File: src/rtl/tfr_pkg.sv
`default_nettype none

package tfr_pkg;

  localparam int unsigned FmtW     = 6;
  localparam int unsigned DimW     = 11;
  localparam int unsigned CntW     = 20;
  localparam int unsigned PalAddrW = 8;
  localparam int unsigned PalDataW = 16;
  localparam int unsigned CfgIdxW  = 2;

  localparam logic [FmtW-1:0] FMT_DIRECT32 = 6'h00;
  localparam logic [FmtW-1:0] FMT_DIRECT24 = 6'h01;
  localparam logic [FmtW-1:0] FMT_DIRECT16 = 6'h02;
  localparam logic [FmtW-1:0] FMT_INDEX8   = 6'h13;
  localparam logic [FmtW-1:0] FMT_INDEX4   = 6'h14;

  localparam logic [CfgIdxW-1:0] CFG_PIXEL_FORMAT   = 2'd0;
  localparam logic [CfgIdxW-1:0] CFG_TEXTURE_WIDTH  = 2'd1;
  localparam logic [CfgIdxW-1:0] CFG_TEXTURE_HEIGHT = 2'd2;

  localparam logic [DimW-1:0] DIM_MAX = 11'd1024;

  typedef struct packed {
    logic [7:0] red;
    logic [7:0] green;
    logic [7:0] blue;
    logic [7:0] alpha;
  } rgba_t;

  function automatic rgba_t expand16(input logic [PalDataW-1:0] e);
    rgba_t p;
    p.red   = {e[4:0], 3'b000};
    p.green = {e[9:5], 3'b000};
    p.blue  = {e[14:10], 3'b000};
    p.alpha = e[15] ? 8'hFF : 8'h00;
    return p;
  endfunction

  function automatic logic [DimW-1:0] clamp_dim(input logic [DimW-1:0] d);
    logic [DimW-1:0] r;
    r = d;
    if (d == '0) r = DimW'(1);
    else if (d > DIM_MAX) r = DIM_MAX;
    return r;
  endfunction

endpackage

`default_nettype wire

File: src/rtl/tfr_pixel_unit.sv
`default_nettype none

module tfr_pixel_unit (
  input  wire logic [tfr_pkg::FmtW-1:0]      fmt_i,
  input  wire logic [31:0]                   word_i,
  input  wire logic [tfr_pkg::PalDataW-1:0]  pal_i,
  output tfr_pkg::rgba_t                     pix_o
);

  always_comb begin
    unique case (fmt_i)
      tfr_pkg::FMT_DIRECT32: begin
        pix_o = '{red: word_i[7:0], green: word_i[15:8],
                  blue: word_i[23:16], alpha: word_i[31:24]};
      end
      tfr_pkg::FMT_DIRECT24: begin
        pix_o = '{red: word_i[7:0], green: word_i[15:8],
                  blue: word_i[23:16], alpha: 8'hFF};
      end
      tfr_pkg::FMT_DIRECT16: pix_o = tfr_pkg::expand16(word_i[15:0]);
      tfr_pkg::FMT_INDEX8,
      tfr_pkg::FMT_INDEX4:   pix_o = tfr_pkg::expand16(pal_i);
      default:               pix_o = '{red: 8'hFF, green: 8'hFF, blue: 8'hFF, alpha: 8'hFF};
    endcase
  end

endmodule

`default_nettype wire

File: config.mk
export PLATFORM = sky130hd
export DESIGN_NAME = tfr_pixel_unit
export DESIGN_NICKNAME = d
export VERILOG_FILES = /design/src/rtl/tfr_pkg.sv /design/src/rtl/tfr_pixel_unit.sv
export SDC_FILE = /design/constraint.sdc
export NUM_CORES = 1
export LEC_CHECK = 0
export BUFFER_PORTS_ARGS = -buffer_cell sky130_fd_sc_hd__buf_2
export CORE_MARGIN = 10
export CORE_UTILIZATION = 37
export DETAILED_ROUTE_END_ITERATION = 10
export PLACE_DENSITY = 0.95
export SLEW_MARGIN = 15
export SYNTH_ARGS = -nofsm -noshare
export SYNTH_HDL_FRONTEND = slang
export SYNTH_SLANG_ARGS = --single-unit
File: constraint.sdc
create_clock -name vclk -period 4.2
set_clock_uncertainty 0.1 [all_clocks]
set_input_delay 0 -clock vclk [all_inputs]
set_output_delay 0 -clock vclk [all_outputs]
set_load 0.02 [all_outputs]
# Word-level counts from Yosys, hierarchy flattened
# Cells that the tools add are included.
[word_totals]
reg_bits = 0
inputBits = 54
out_inout_bits = 32
wordCells = 9
[classes]
eq_ne = 4
mux = 3
n_reduce_logical = 2
[op_table]
columns = ["operator", "n"]
rows = [
  ["$pmux 32 s4", 1],
  ["$mux 8", 2],
  ["$eq 6x5->1 const B", 2],
  ["$eq 6x1->1 const B", 1],
  ["$eq 6x2->1 const B", 1],
  ["$logic_not 6->1", 1],
  ["$reduce_or 2->1", 1],
]

# Depth between registers and ports, before layout
[depth]
depth_word = 3
depth_mapped = 7
mapped_depth_nobuf = 4

# Worst setup path before layout
# No wires, ideal clock.
[synth_timing]
kind = "input-to-output"
startpoint = "in fmt_i[1] (netlist name)"
endpoint = "out pix_o[0] (netlist name)"
arrival_ns = 1.369
required_time_ns = 4.100
slack_ns = 2.731
cell_stages = 5
n_path_buf = 1
path_cell_list = "or3b_4 a2111oi_4 buf_6 nand2_4 o211ai_1"
[synth_lines]
columns = ["element", "line_no", "text"]
rows = [
  ["start: declaration", "tfr_pixel_unit.sv:4", "input wire logic [tfr_pkg::FmtW-1:0] fmt_i,"],
  ["end: declaration", "tfr_pixel_unit.sv:7", "output tfr_pkg::rgba_t pix_o"],
]

==> flow_summary_export.csv <==
group,metric,value,unit
flow_run,max_cap_violations,0,
placement,placed_cells,225,
global_route,grt_pass1_wl,5060,microns
timing,fin_ws,2020,ps
global_route,grt.busiest_layer,"met2",
yosys,synth_commonest_cells,"nand2_1 (34), o21ai_0 (18), inv_1 (16)",
global_route,grt_overflow,0,
worst_setup_path,cp_cell_sequence,"buf_2, or3b_4, a2111oi_4, nand2_4, o211ai_1, buf_2",
yosys,syn_avg_cell_area,5.78,sq um
worst_setup_path,path_class,"input port to output port",
worst_setup_path,path_common_cell,"buf_2",
placement,dp.final_hpwl,2720,microns
yosys,synth_cell_types,20,
timing,fin_crit,2180,ps
worst_hold_path,min_path_type,"input port to output port",
drt,drt_iter0_drc,76,
yosys,syn_nets,177,
timing,rsz0062_at_grt,"no",
pwr,comb_power_share,100.0,%
worst_setup_path,worstSetupEndpoint,"pix_o[5]",
clocking,cts_resized,0,
final_layout,n_antenna_cell,0,
worst_setup_path,cp_max_fo,23,
pwr,swShare,57.5,%
timing,hold_viol,0,
status,status,"completed",
yosys,synthTopCellsByArea,"a221o_2 (24%), nand2_1 (18%), o21ai_0 (13%)",
floorplanning,die_area,0.00407,sq mm
final_layout,nClkBuffers,0,
timing,final_max_slew_viol_count,0,
placement,port_buffers,86,
global_route,grtUsageMet1,16.9,%
placement,place.gp.congestion,0.841,
yosys,yosysMostFrequentCell,"nand2_1",
yosys,yosysWarnings,0,
worst_setup_path,cp.required,4100,ps
floorplanning,chipHeight,63.8,microns
drt,wirelength,3220,microns
drt,wire_per_inst,14.3,microns
drt,drc,0,
worst_hold_path,min_from,"word_i[16]",
timing,setup_viol,0,
drt,vias,1127,
timing,tns,0,ps
pwr,p_leak,0.549,nW
pwr,internal_power,0.0434,mW
global_route,antenna_found_initial,0,
global_route,grt_use_met3,4.53,%
yosys,syn-cell-area,711,sq um
worst_setup_path,crit_start,"fmt_i[1]",
global_route,grt_max_degree,24,
floorplanning,pin_count,86,
worst_setup_path,slowest_delay,900,ps
worst_setup_path,crit_path_end_kind,"output port",
global_route,grt_use_met2,25.1,%
pwr,power.switching,0.0587,mW
worst_setup_path,cp.arrival,2080,ps
global_route,grtUsageTotal,14.1,%
drt,drtAntennaViolNets,0,
global_route,grt_pass1_vias,1072,
timing,maxSlewHeadroom,25.4,%
final_layout,final_nets,256,
floorplanning,initial_core_util,39.9,%
drt,firstDrtPassIters,4,
floorplanning,dieWidth,63.8,microns
final_layout,nFlopsAndLatches,0,
floorplanning,core_area,0.00178,sq mm
drt,via_per_inst,5.01,
pwr,powerDensity,90.0,mW/mm^2
timing,worst_pin_slew,1120,ps
clocking,cts_setup_buffers,0,
final_layout,fin_cells,225,
worst_setup_path,cpMaxStageDelayCell,"a2111oi_4",
yosys,synth_top_area_share,23.8,%
clocking,cts_hold_buf,0,
final_layout,area_growth,59.5,%
pwr,pwr-share-seq,0,%
placement,place_ws,2010,ps
floorplanning,rows,15,
pwr,peakVddDrop,0.0479,mV
yosys,yosys.area.top_type,"a221o_2",
final_layout,drive_gt1_share,53.5,%
yosys,synthCells,123,
timing,min_period_over_period,51.9,%
timing,fmax,459,MHz
yosys,yosysSeqAreaShare,0,%
final_layout,final_util,63.6,%
worst_setup_path,startpoint_type,"input port",
final_layout,layout.area.seq,0,sq um
pwr,p_clk_share,0,%
## critical path, delay by kind of cell
kind	cells	cell delay [ps]
AOI/OAI and AO/OA	2	1060
and+or+nand+nor	2	600
buffers and inverters	2	420
## cells in the final DEF, fill, tap and decap left out
master,n
buf_2,86
nand2_1,34
o21ai_0,18
inv_1,16
a221o_2,15
nor2_1,8
o211ai_1,8
nand3b_1,2
nor2b_1,2
nor3_1,2
or3b_4,1
a2111oi_4,1
nor4_2,1
nand3_1,1
a22oi_1,1
a22o_1,1
or2_2,1
nand2_4,1
buf_4,1
## stage by stage
stage               total power [mW]  hold WS [ps]  cell area [sq um]
global route                   0.113           227               1130
finish                         0.102           220               1130
floorplan                     0.0555          65.9                711
CTS                            0.103           214               1130
global placement               0.101           212               1130
detailed placement             0.103           213               1130
## final cells by class
cell class | count | area (sq um)
Fill cell | 174 | 649
Inverter | 16 | 60.1
Multi-Input combinational cell | 97 | 604
Tap cell | 25 | 31.3
Timing Repair Buffer | 87 | 438
## worst min-delay path by stage
stage          depth (start not counted)        end  slack, ps
2_1_floorplan                          2  pix_o[10]         70
3_3_place_gp                           4  pix_o[10]        210
3_5_place_dp                           4   pix_o[8]        210
4_1_cts                                4   pix_o[8]        210
5_1_grt                                4   pix_o[8]        230
6_report                               4   pix_o[8]        220
## logic make-up (layout without fill, tap and decap cells)
logic type             count (synthesis)  count (layout)  share of synthesized area [%]
AOI/OAI and AO/OA                     44              44                           51.1
and+or+nand+nor                       53              53                           34.0
buffers and inverters                 26             103                           15.0
## per-layer routing
layer  wire (microns)  share of wire, %
met1             1300                41
met2             1570                49
met3              345                11
met4                0                 0
met5                0                 0
## power by group through the flow
stage / combinational [mW] / clock (mW) / sequential [mW]
2_1_floorplan: 0.0555 / 0 / 0
6_report: 0.102 / 0 / 0
3_3_place_gp: 0.101 / 0 / 0
5_1_grt: 0.113 / 0 / 0
3_5_place_dp: 0.103 / 0 / 0
4_1_cts: 0.103 / 0 / 0
Note: power is estimated with default switching activity, not from simulation.
