[config.mk]
export PLATFORM = sky130hd
export DESIGN_NAME = tfr_palette_ram
export DESIGN_NICKNAME = d
export VERILOG_FILES = /design/src/rtl/tfr_pkg.sv /design/src/rtl/tfr_palette_ram.sv
export SDC_FILE = /design/constraint.sdc
export NUM_CORES = 2
export LEC_CHECK = 0
export BUFFER_PORTS_ARGS = -buffer_cell sky130_fd_sc_hd__clkbuf_2
export CAP_MARGIN = 20
export CORE_ASPECT_RATIO = 1.4
export CORE_MARGIN = 10
export CORE_UTILIZATION = 53
export DETAILED_ROUTE_END_ITERATION = 7
export HOLD_SLACK_MARGIN = 0.03
export MAX_ROUTING_LAYER = met4
export PLACE_DENSITY_LB_ADDON = 0.05
export REMOVE_ABC_BUFFERS = 1
export SYNTH_ARGS = -nofsm -noshare
export SYNTH_HDL_FRONTEND = slang
export SYNTH_SLANG_ARGS = --single-unit
[constraint.sdc]
create_clock -name clk_i -period 3.3 [get_ports clk_i]
set_input_delay 0.165 -clock clk_i [delete_from_list [all_inputs] [get_ports clk_i]]
set_output_delay 0.165 -clock clk_i [all_outputs]
set_load 0.02 [all_outputs]
[src/rtl/tfr_pkg.sv]
`default_nettype none

package tfr_pkg;

  localparam int unsigned FmtW     = 6;
  localparam int unsigned DimW     = 11;
  localparam int unsigned CntW     = 20;
  localparam int unsigned PalAddrW = 8;
  localparam int unsigned PalDataW = 16;
  localparam int unsigned CfgIdxW  = 2;

  localparam logic [FmtW-1:0] FMT_DIRECT32 = 6'h00;
  localparam logic [FmtW-1:0] FMT_DIRECT24 = 6'h01;
  localparam logic [FmtW-1:0] FMT_DIRECT16 = 6'h02;
  localparam logic [FmtW-1:0] FMT_INDEX8   = 6'h13;
  localparam logic [FmtW-1:0] FMT_INDEX4   = 6'h14;

  localparam logic [CfgIdxW-1:0] CFG_PIXEL_FORMAT   = 2'd0;
  localparam logic [CfgIdxW-1:0] CFG_TEXTURE_WIDTH  = 2'd1;
  localparam logic [CfgIdxW-1:0] CFG_TEXTURE_HEIGHT = 2'd2;

  localparam logic [DimW-1:0] DIM_MAX = 11'd1024;

  typedef struct packed {
    logic [7:0] red;
    logic [7:0] green;
    logic [7:0] blue;
    logic [7:0] alpha;
  } rgba_t;

  function automatic rgba_t expand16(input logic [PalDataW-1:0] e);
    rgba_t p;
    p.red   = {e[4:0], 3'b000};
    p.green = {e[9:5], 3'b000};
    p.blue  = {e[14:10], 3'b000};
    p.alpha = e[15] ? 8'hFF : 8'h00;
    return p;
  endfunction

  function automatic logic [DimW-1:0] clamp_dim(input logic [DimW-1:0] d);
    logic [DimW-1:0] r;
    r = d;
    if (d == '0) r = DimW'(1);
    else if (d > DIM_MAX) r = DIM_MAX;
    return r;
  endfunction

endpackage

`default_nettype wire

[src/rtl/tfr_palette_ram.sv]
`default_nettype none

module tfr_palette_ram (
  input  wire logic                          clk_i,
  input  wire logic                          we_i,
  input  wire logic [tfr_pkg::PalAddrW-1:0]  waddr_i,
  input  wire logic [tfr_pkg::PalDataW-1:0]  wdata_i,
  input  wire logic                          re_i,
  input  wire logic [tfr_pkg::PalAddrW-1:0]  raddr_i,
  output logic      [tfr_pkg::PalDataW-1:0]  rdata_o
);

  localparam int unsigned Depth = 2 ** tfr_pkg::PalAddrW;

  logic [tfr_pkg::PalDataW-1:0] mem [Depth];
  logic [tfr_pkg::PalDataW-1:0] rdata_q;

  always_ff @(posedge clk_i) begin
    if (we_i) begin
      mem[waddr_i] <= wdata_i;
    end
    if (re_i) begin
      rdata_q <= mem[raddr_i];
    end
  end

  assign rdata_o = rdata_q;

endmodule

`default_nettype wire

Yosys cells after proc, flatten, opt, wreduce, memory -nomap -nowiden
Memories as Yosys holds them, arrays and structs flattened. A register that Yosys moved wholly into a read port is not among the register bits.
Cells that the tools add are included.
Word-level totals
  RAM bits: 4096
  memories kept: 1
  input bits: 35
  output and inout port bits: 16
  register bits: 0
  word-level logic and storage cells: 3
Operators by class
  multiplexer cells: 2
Memory list
  mem: depth 256, width 16, rd ports 1, clocked after Yosys merged registers in 1, wr ports 1, RTL line tfr_palette_ram.sv:15  | logic [tfr_pkg::PalDataW-1:0] mem [Depth];
Operator list (count)
  1-bit 2-to-1 mux: 2

Longest topological paths before layout
  depth in word-level cells: 2
  depth in mapped cells: 12

Worst setup path before layout
No wires, ideal clock.
  path kind: input to register
  start: input port raddr_i[0] in the netlist's numbering
  end: register rdata_q, in the netlist rdata_o[4], read port of mem (data pin)
  stages on the path: 8
  library setup time: 0.265 ns
  setup slack: 0.886 ns
  arrival time: 2.149 ns
  path buffers: 3
  cells stage by stage: buf_6 buf_6 buf_2 mux4_2 mux4_2 a22o_1 o32ai_2 nor4_2
RTL lines
  from (decl): RTL line tfr_palette_ram.sv:9  | input wire logic [tfr_pkg::PalAddrW-1:0] raddr_i,
  to (decl): RTL line tfr_palette_ram.sv:16  | logic [tfr_pkg::PalDataW-1:0] rdata_q;

==> impl_results.md <==
* Status: complete, no violations
* Slew Limit Fails at 0
* Final Skew at 0.05622 ns
* First-pass detailed-route iteration total at 6
* Fraction of layout cells with a size suffix above 1 at 0.2736
* CP Class: reg -> reg
* Hold Path Sink: rdata_o[5]
* Routed len/inst at 35.92 µm
* Total die area at 322,400 µm²
* Highest metal used: met4
* Hold Path Depth at 1
* Core area at between 200,000 and 300,000 µm²
* Synth warn at 0
* Hold path startpoint: re_i
* I/O pins at 51
* Adder-cell share of the synthesized area at 0
* FF-to-FF Start: mem[28][0]
* Post-synthesis compound-gate area fraction at 0.03534
* Final #Nets at between 8,000 and 9,000
* Wire length on met3 at 29.85 mm
* Critical path arrival at 3.76 ns
* Kind of end point of the critical path: register
* Mapped Cells at 7,360
* Synth async-reset ratio at 0
* Area Growth Syn to Fin at 14.18%
* CTS Root Cell: clkbuf_16
* Remaining DRCs at 0
* Final critical-path share of the clock period at 0.9311
* Crit path required time at 3.99 ns
* Cell Pwr Density at 590.1 nW/µm²
* Worst reg2reg path endpoint: rdata_o[0]
* Commonest cells post-synth: edfxtp_1, mux4_2, mux2i_1, nor2_1, o221ai_1
* Via density at 6.460
* Min Tclk post-route at 3.073 ns
* Placer Congestion at roughly 0.91
* Area share of the largest cell type after synthesis at 0.7772
* CTS Sinks at 4,112
* Rows at approximately 240
* Worst min-delay path category: in -> reg
* Worst-path clk slew at 0.06 ns
* Top-count cell post-synth: edfxtp_1
* XOR/XNOR share of the synthesized area at 0
* Met2 Wirelength at 224.9 mm
* Mapped Area at 158,900 µm²
* HPWL Detailed at ~280 mm
* Reg area at between 100,000 and 150,000 µm²
* Initial Utilization at 0.5331
* First-pass GRT wire length at 624.7 mm
* Detail Route Antenna Nets at 0
* Largest net degree at the start of global routing at ~110
* Synth Area per Inst at around 22 µm²
* Via Count at ~80,000
* Final Hold Fails at 0
* Register bit total from synthesis at roughly 4,100
* Crit path max fanout at 1
* Slew @ Worst Pin at 1.123 ns
* Remaining global-route overflow at 0
* EDFF count, synth at 4,112
* CP Launch Type: register
* Layout Cells excl Fill at 12,361
* DRT iter0 DRCs at 9,656
* Final setup margin at roughly 0.23 ns
* Post-synthesis sequential area ratio at 0.7772
* Total CTS buffers at 387
* Port buffer count at 50
* Routed WL at 444.0 mm
* Synth unique cells at 51
* Mux cell area share after synthesis at 0.1548
* Vias in the first global route at 80,170
* R2R depth at 6
* Cell taking the most area after synthesis: edfxtp_1
* Number of antenna violations at the first check in global routing at 25
* RSZ-0062 raised after global routing: no
* DP Cell Count at 11,632
* Fmax achieved at 325.5 MHz
* Relative slew margins at 0.2511
* M1 WL at 170.8 mm
* Die W at 482.7 µm
* Fill count at 20,948
* Final setup viols at 0
* Max-cap viol count at 0
* Top cells by area, synth: edfxtp_1, mux4_2, mux2i_1
* Total number of H-tree levels at 5
* Largest family of logic cells by synthesized area: multiplexers
* CTS tree: built
* Worst skew pair latency at 0.94 ns
* Synth Area in Simple Gates at 0.01573
* Pre-CTS setup slack at -0.3514 ns
* Total GRT Usage at 0.2822
* Multi-input gate area at 33,030 µm²
* Worst reg-to-reg setup slack at 0.23 ns
* Synth Flop Type: edfxtp_1
* Die height at roughly 670 µm
* Max Buffers Root-to-Sink at 4
* Setup_tns at 0 ns
* VDD IR-drop max at 0.4722 mV
* Leakage power at 58.13 nW
* Post-CTS Resized at 0
[cell usage in the layout, fill, tap and decap left out, types with 16 or more instances in the layout]
cell type	n
edfxtp_1	4112
mux4_2	797
buf_4	602
mux2i_1	565
clkbuf_16	398
o221ai_1	252
nor2_1	222
a21oi_1	175
o22ai_1	148
buf_12	130
clkinv_1	102
nor3_1	90
mux2_2	88
nor2_2	81
clkbuf_1	70
clkinv_2	64
a22oi_1	43
nand2_1	37
o21ai_0	36
a22o_1	32
bufinv_16	32
clkbuf_2	29
a221oi_1	28
nand4_1	26
nand3_1	26
diode_2	19
o32ai_1	18
a211oi_1	18
dlygate4sd3_1	18
nor4_1	17
buf_8	17
o31ai_1	16
[routing by layer]
layer / up-vias / global-route usage
met4: 0 / 0.09924
met1: 43080 / 0.3669
li1: 32779 / -
met3: 701 / 0.03958
met5: - / -
met2: 3297 / 0.4610
[sequential cells by signal, indices dropped and copies added (netlist names)]
name,count
mem,4096
rdata_o,16
[report_power, final]
| group | switching [mW] | internal (mW) |
|---|---|---|
| sequential | 0.0891 | 57.6 |
| clock | 19.0 | 24.5 |
| combinational | 3.81 | 2.12 |
| total | 22.8 | 84.2 |
[metrics by stage]
stage	total power [mW]	util	hold slack [ns]	area, µm²
2_1_floorplan	60.90	-	0.2639	156200
3_3_place_gp	64.64	0.5671	0.5385	169000
3_5_place_dp	64.73	0.5672	0.5472	169000
4_1_cts	107.7	0.6085	0.05296	181400
5_1_grt	109.9	0.6086	0.04489	181400
6_report	107.0	0.6087	0.1104	181400
[how the worst max path moves through the flow]
stage | startpoint | to | slack, ns | cells past startpoint
6_report | mem[28][0] | rdata_o[0] | 0.23 | 6
5_1_grt | mem[23][0] | rdata_o[0] | 0.29 | 6
4_1_cts | mem[28][0] | rdata_o[0] | 0.19 | 6
3_5_place_dp | raddr_i[0] | rdata_o[4] | -0.35 | 12
3_3_place_gp | raddr_i[0] | rdata_o[0] | -0.44 | 9
2_1_floorplan | raddr_i[2] | rdata_o[4] | -3.50 | 6
[area by class of cell]
cell class / instances / share of cell area
tap: 3943 / 0.02720
antenna: 19 / 0.0002621
clock buffer: 468 / 0.05635
inverter: 4 / 0.0001517
multi-input combinational: 2792 / 0.1821
sequential: 4112 / 0.6807
clock inverter: 224 / 0.01064
timing repair buffer: 799 / 0.04266
[critical path, stage by stage, from the launching register on]
cell      delay [ns]
edfxtp_1        0.38
mux4_2          0.47
mux4_2          0.57
a22o_1          0.42
o32ai_1         0.60
buf_4           0.32
nor4_1          0.09
[kinds of logic (layout without fill, tap and decap cells)]
logic type,Yosys count,after routing
buf+inv,456,1495
simple gates,556,556
compound gates,786,786
mux,1450,1450
other cells,0,19
flops,4112,4112
[what timing repair did]
action,in CTS,in global routing
hold buffers,18,0
buffers inserted,0,0
endpoints found under the hold margin,2023,0
No activity file was read; power rests on OpenSTA's default activity.
